$ cat config.mk
export PLATFORM = sky130hd
export DESIGN_NAME = lvcp_div_pipe
export DESIGN_NICKNAME = d
export VERILOG_FILES = /design/src/sv/lvcp_div_pipe.sv
export SDC_FILE = /design/constraint.sdc
export NUM_CORES = 2
export LEC_CHECK = 0
export BUFFER_PORTS_ARGS = -buffer_cell sky130_fd_sc_hd__buf_2
export CORE_ASPECT_RATIO = 0.8
export CORE_UTILIZATION = 66
export DETAILED_ROUTE_END_ITERATION = 8
export GPL_TIMING_DRIVEN = 0
export PLACE_DENSITY = 0.8
export SETUP_SLACK_MARGIN = 0.02
export SLEW_MARGIN = 10
export SYNTH_ARGS = -nofsm -noshare
export SYNTH_HDL_FRONTEND = slang
export SYNTH_SLANG_ARGS = --single-unit
$ cat constraint.sdc
create_clock -name clock -period 14.69 [get_ports clock]
set_clock_uncertainty 0.05 [all_clocks]
set_input_delay 1.469 -clock clock [delete_from_list [all_inputs] [get_ports clock]]
set_output_delay 1.469 -clock clock [all_outputs]
set_load 0.01 [all_outputs]
$ cat src/sv/lvcp_div_pipe.sv
// Pipelined unsigned divider, one quotient bit per stage, rounded to nearest.
// Result is signed by a sign bit that travels with the operands.
// Depends on nothing.
`timescale 1ns / 1ps

module lvcp_div_pipe #(
   parameter int NW = 56,
   parameter int DW = 28,
   parameter int QW = 28
) (
   input  logic                  clock,
   input  logic [NW-1:0]         in_mag,
   input  logic [DW-1:0]         in_div,
   input  logic                  in_neg,
   output logic signed [QW+1:0]  out_quo
);

   // The dividend must be below the divisor times two to the power QW.
   logic [DW-1:0] rem_ff [QW+1];
   logic [QW-1:0] low_ff [QW+1];
   logic [QW-1:0] quo_ff [QW+1];
   logic [DW-1:0] div_ff [QW+1];
   logic          neg_ff [QW+1];
   logic signed [QW+1:0] out_ff;

   always_ff @(posedge clock) begin
      rem_ff[0] <= DW'(in_mag[NW-1:QW]);
      low_ff[0] <= in_mag[QW-1:0];
      quo_ff[0] <= '0;
      div_ff[0] <= in_div;
      neg_ff[0] <= in_neg;
   end

   for (genvar k = 0; k < QW; k++) begin : g_step
      logic [DW:0] trial;
      logic [DW:0] diff;
      logic        ge;
      assign trial = {rem_ff[k], low_ff[k][QW-1]};
      assign diff  = trial - {1'b0, div_ff[k]};
      assign ge    = trial >= {1'b0, div_ff[k]};
      always_ff @(posedge clock) begin
         rem_ff[k+1] <= ge ? diff[DW-1:0] : trial[DW-1:0];
         low_ff[k+1] <= low_ff[k] << 1;
         quo_ff[k+1] <= {quo_ff[k][QW-2:0], ge};
         div_ff[k+1] <= div_ff[k];
         neg_ff[k+1] <= neg_ff[k];
      end
   end

   logic          round_up;
   logic [QW:0]   mag_in;
   logic signed [QW+1:0] quo_in;

   always_comb begin
      round_up = {rem_ff[QW], 1'b0} >= {1'b0, div_ff[QW]};
      mag_in   = {1'b0, quo_ff[QW]} + (QW+1)'(round_up);
      quo_in   = neg_ff[QW] ? -$signed({1'b0, mag_in}) : $signed({1'b0, mag_in});
   end

   always_ff @(posedge clock) begin
      out_ff <= quo_in;
   end

   assign out_quo = out_ff;

endmodule

Word-level counts from Yosys, hierarchy flattened
Memories as Yosys holds them, arrays and structs flattened. Index checks and enable logic that the tools add are counted.

Logic and storage cells: 95. Output and inout port bits: 30. Memories: 5. Input port bits: 86. Memory bits (writable): 3277. Bits in registers: 30.

Memories: div_ff (words 29, bits a word 28, rd ports 29, clocked after memory_dff 0, write ports 29, line 22) `logic [DW-1:0] div_ff [QW+1];`; low_ff (words 29, bits a word 28, rd ports 28, clocked after memory_dff 0, write ports 29, line 20) `logic [QW-1:0] low_ff [QW+1];`; quo_ff (words 29, bits a word 28, rd ports 29, clocked after memory_dff 0, write ports 29, line 21) `logic [QW-1:0] quo_ff [QW+1];`; rem_ff (words 29, bits a word 28, rd ports 29, clocked after memory_dff 0, write ports 29, line 19) `logic [DW-1:0] rem_ff [QW+1];`; neg_ff (words 29, bits a word 1, rd ports 29, clocked after memory_dff 0, write ports 29, line 23) `logic neg_ff [QW+1];`.

Order comparisons: 29. Mux-type cells: 29. $add $sub $neg: 30.

Operator list (count): $ge 29x28->1 (29); $mux 28 (28); $sub 28x28->28 (28); $neg 29->30 (1); $add 28x1->29 (1); $mux 29 (1).

Depth between registers and ports, before layout
An unclocked memory read counts as a cell.

Word-level depth: 5. Mapped depth: 25. Depth with buffers taken out: 24.

Worst setup path before layout
Ideal clock, no wire load.

Path type: flip-flop to flip-flop. From: memory div_ff[28][1] (netlist: div_ff[7][1]). To: register out_ff[28] (netlist: out_quo[28]). Setup time: 0.072 ns. Data arrival time: 4.554 ns. Buffers on the path: 0. Cell stages (with the launch flop): 24. Path slack: 10.014 ns. Required time: 14.568 ns. Period minus slack after synthesis: 4.676 ns. Cell sequence: dfxtp_1 > inv_1 > ha_1 > nor2b_1 > o21a_1 > o21ai_0 > a21oi_1 > o21ai_0 > a21oi_1 > o2111ai_1 > a31o_2 > a31oi_1 > a2bb2oi_1 > ha_1 > nand4_4 > nor4_4 > mux2_2 > o31a_1 > or3_4 > nand2b_4 > or2_4 > or3_4 > o21ai_2 > xnor2_1.

RTL lines: start, declared (line 22); end signal, assigned (line 61) `out_ff <= quo_in;`; end, declared (line 24) `logic signed [QW+1:0] out_ff;`.

==> metrics.cfg <==
[global_route]
antenna_found_initial=11
grt_max_degree=20
grt-ovfl-total=0
grt.total_usage_pct=30.2
grt_pass1_vias=71605
grt_pass1_wl_mm=373

[final_layout]
layout_common_cells=dfxtp_1 (2495), inv_1 (1024), a21oi_1 (825)
area_growth_pct=11.0
layout_commonest_cell=dfxtp_1
drive_gt1_share_pct=8.71
final_cells=12612
fill_cells=10705
num-nets-final=11348

[synth]
synth_cell_types=104
avgSynthCellArea_sq_um=9.93
synth-seq-cells=2495
synthCells=10082
synthArstFlopShare_pct=0
synth_top_flop_cell=dfxtp_1
synthesis.nets=11010
yosysWarnings=0
synth_edf_count=0
syn_area_sq_um=100000
ys_seq_area_share_pct=49.9

[routing]
vias=73046
postRouteAntennaNets=0
wl_per_cell_um=18.8
wl_mm=237
drt_iter0_markers=6263
route.detailed.drc=6
vias_per_cell=5.79
firstDrtPassIters=9

[worst_setup_path]
rrSetupSlack_ns=8.48
endpoint=out_quo[29]
crit_type=reg -> reg
reg2reg_depth=25
path_max_fanout=10
cp_num_buf_inv=2
path_depth=25
reg2reg_from=div_ff[7][1]
critPathLaunchType=flip-flop
cpPeakStageDelay_ns=0.65
crit_family=compound AO/OA/AOI/OAI gates
crit_start=div_ff[7][1]
cp.required_ns=15.39
worstPathArrival_ns=6.91
r2r-end=out_quo[29]
critPathCaptureType=flip-flop
crit_slowest_cell=a2bb2oi_1

[sta]
hold_viol=0
period_share_pct=42.3
drv_slew=0
maxSlewHeadroom_pct=21.5
min_period_ns=6.21
tightestPinTransition_ns=1.16
timing.fmax_mhz=161
rsz0062_at_grt=no
setup_tns_ns=0
finalSetupViolations=0

[floorplanning]
rows=127
die_h_um=350
ios=116
start_util_pct=66.7
die_w_um=437
core-area_sq_um=150000
dieArea_sq_um=153000

[clock_tree]
numCtsBuffers=221
clockRootBuffer=clkbuf_16
cts_htree_levels=4
clockBufferDepth=3
ctsHoldBuffers=0
post_cts_resize_count=0
clkSlewWorstSetupHoldPaths_ns=0.07
cts_tree=built
post_cts.repair.setup_buffers=0
clock_latency_ns=0.90
clkSinkCount=2495

[min_path]
min_path_type=reg -> reg

[placed_design]
io_buffers=115
hpwl_mm=177
gp_congestion=0.971
dp_cells=12196

[power]
powerDensity_nw_per_um2=262
p_leak_nw=50.9
irDropWorstVdd_mv=0.143

[status]
violations=DRC
status=finished with violations

[flow_run]
cap_violations=0

==> layout make-up <==
class / count / area [sq um] / area share, %
sequential: 2495 / 49900 / 44.9
multi-input combinational: 6391 / 45600 / 41.0
clock buffer: 278 / 5980 / 5.38
inverter: 1026 / 3850 / 3.47
tap: 1999 / 2500 / 2.25
clock inverter: 134 / 1960 / 1.76
buffer: 170 / 757 / 0.681
timing repair buffer: 115 / 576 / 0.518
antenna: 4 / 10.0 / 0.00901
==> worst reg2reg max path, delay by kind of cell (launching register included) <==
kind                     cells  cell delay [ns]
AO/OA/AOI/OAI               12             2.66
flip-flops                   1             0.32
AND/OR/NAND/NOR              8             1.89
buffers and inverters        2             0.26
adder cells (fa/ha/maj)      3             0.89
==> flip-flops by register name, indices dropped and copies added (netlist names) <==
register	flops
div_ff	812
low_ff	406
neg_ff	29
out_quo	30
quo_ff	406
rem_ff	812
==> per-stage QoR <==
stage	hold slack (ns)	area (sq um)	worst slack (ns)	power (W)	utilization (%)
after floorplan	0.260	100000	10.01	0.0193	-
after global placement	0.259	103000	8.65	0.0222	68.7
after detailed placement	0.262	103000	8.55	0.0226	68.7
after CTS	0.246	111000	8.44	0.0289	74.0
after global routing	0.248	111000	8.12	0.0309	74.0
final	0.246	111000	8.48	0.0291	74.0
==> how the worst min path moves through the flow <==
stage	start	end	cells past startpoint
after floorplan	low_ff[0][71]	low_ff[0][100]	0
after global placement	neg_ff[2][3]	neg_ff[3][0]	0
after detailed placement	low_ff[0][354]	low_ff[0][383]	0
after CTS	low_ff[1][108]	low_ff[1][137]	0
after global routing	low_ff[0][263]	low_ff[0][292]	0
final	low_ff[1][108]	low_ff[1][137]	0
==> power breakdown <==
group          internal, W  switching [W]  total, W
Sequential         0.00878        0.00113   0.00991
Clock              0.00350        0.00266   0.00616
Combinational      0.00553        0.00746    0.0130
Total               0.0178         0.0113    0.0291
==> logic make-up after synthesis <==
family | share of synthesized area, %
AOI/OAI and AO/OA | 15.4
xor gates and xnor gates | 6.16
adders and majority gates | 10.7
buffers and inverters | 4.61
DFF | 49.9
muxes | 3.40
and+or+nand+nor | 9.79
==> cells in the mapped netlist (all sizes together) (13+ instances only) <==
| master | count | area, sq um |
|---|---|---|
| a2111oi | 24 | 218 |
| a211o | 27 | 236 |
| a211oi | 57 | 433 |
| a21boi | 24 | 180 |
| a21o | 304 | 2280 |
| a21oi | 826 | 4140 |
| a311oi | 18 | 176 |
| a31o | 20 | 175 |
| a31oi | 75 | 469 |
| a41oi | 13 | 114 |
| and2 | 39 | 246 |
| and3 | 61 | 382 |
| and4 | 24 | 213 |
| buf | 60 | 334 |
| clkbuf | 110 | 423 |
| dfxtp | 2495 | 49900 |
| fa | 28 | 561 |
| ha | 814 | 10200 |
| inv | 1026 | 3850 |
| mux2 | 284 | 3200 |
| mux2i | 21 | 210 |
| nand2 | 624 | 2340 |
| nand2b | 100 | 633 |
| nand3 | 162 | 811 |
| nand4 | 95 | 609 |
| nand4b | 18 | 158 |
| nor2 | 556 | 2090 |
| nor2b | 115 | 719 |
| nor3 | 125 | 642 |
| nor4 | 37 | 259 |
| o211ai | 46 | 345 |
| o21a | 112 | 842 |
| o21ai | 620 | 3120 |
| o21bai | 82 | 619 |
| o311ai | 15 | 131 |
| o31a | 40 | 350 |
| o31ai | 58 | 440 |
| o41ai | 17 | 171 |
| or2 | 26 | 165 |
| or3 | 34 | 225 |
| xnor2 | 423 | 3700 |
| xor2 | 281 | 2460 |
==> routing by layer <==
metal  GRT usage, %  vias up  wire [um]  share of wire, %
met5              0        -         47             0.020
met4           11.6        8       8290               3.5
met3           6.45      539      19400               8.2
met2           49.3     2687     108000                46
met1           39.3    34398     101000                43
li1               -    35414          -                 -
(Power assumes the default switching activity.)
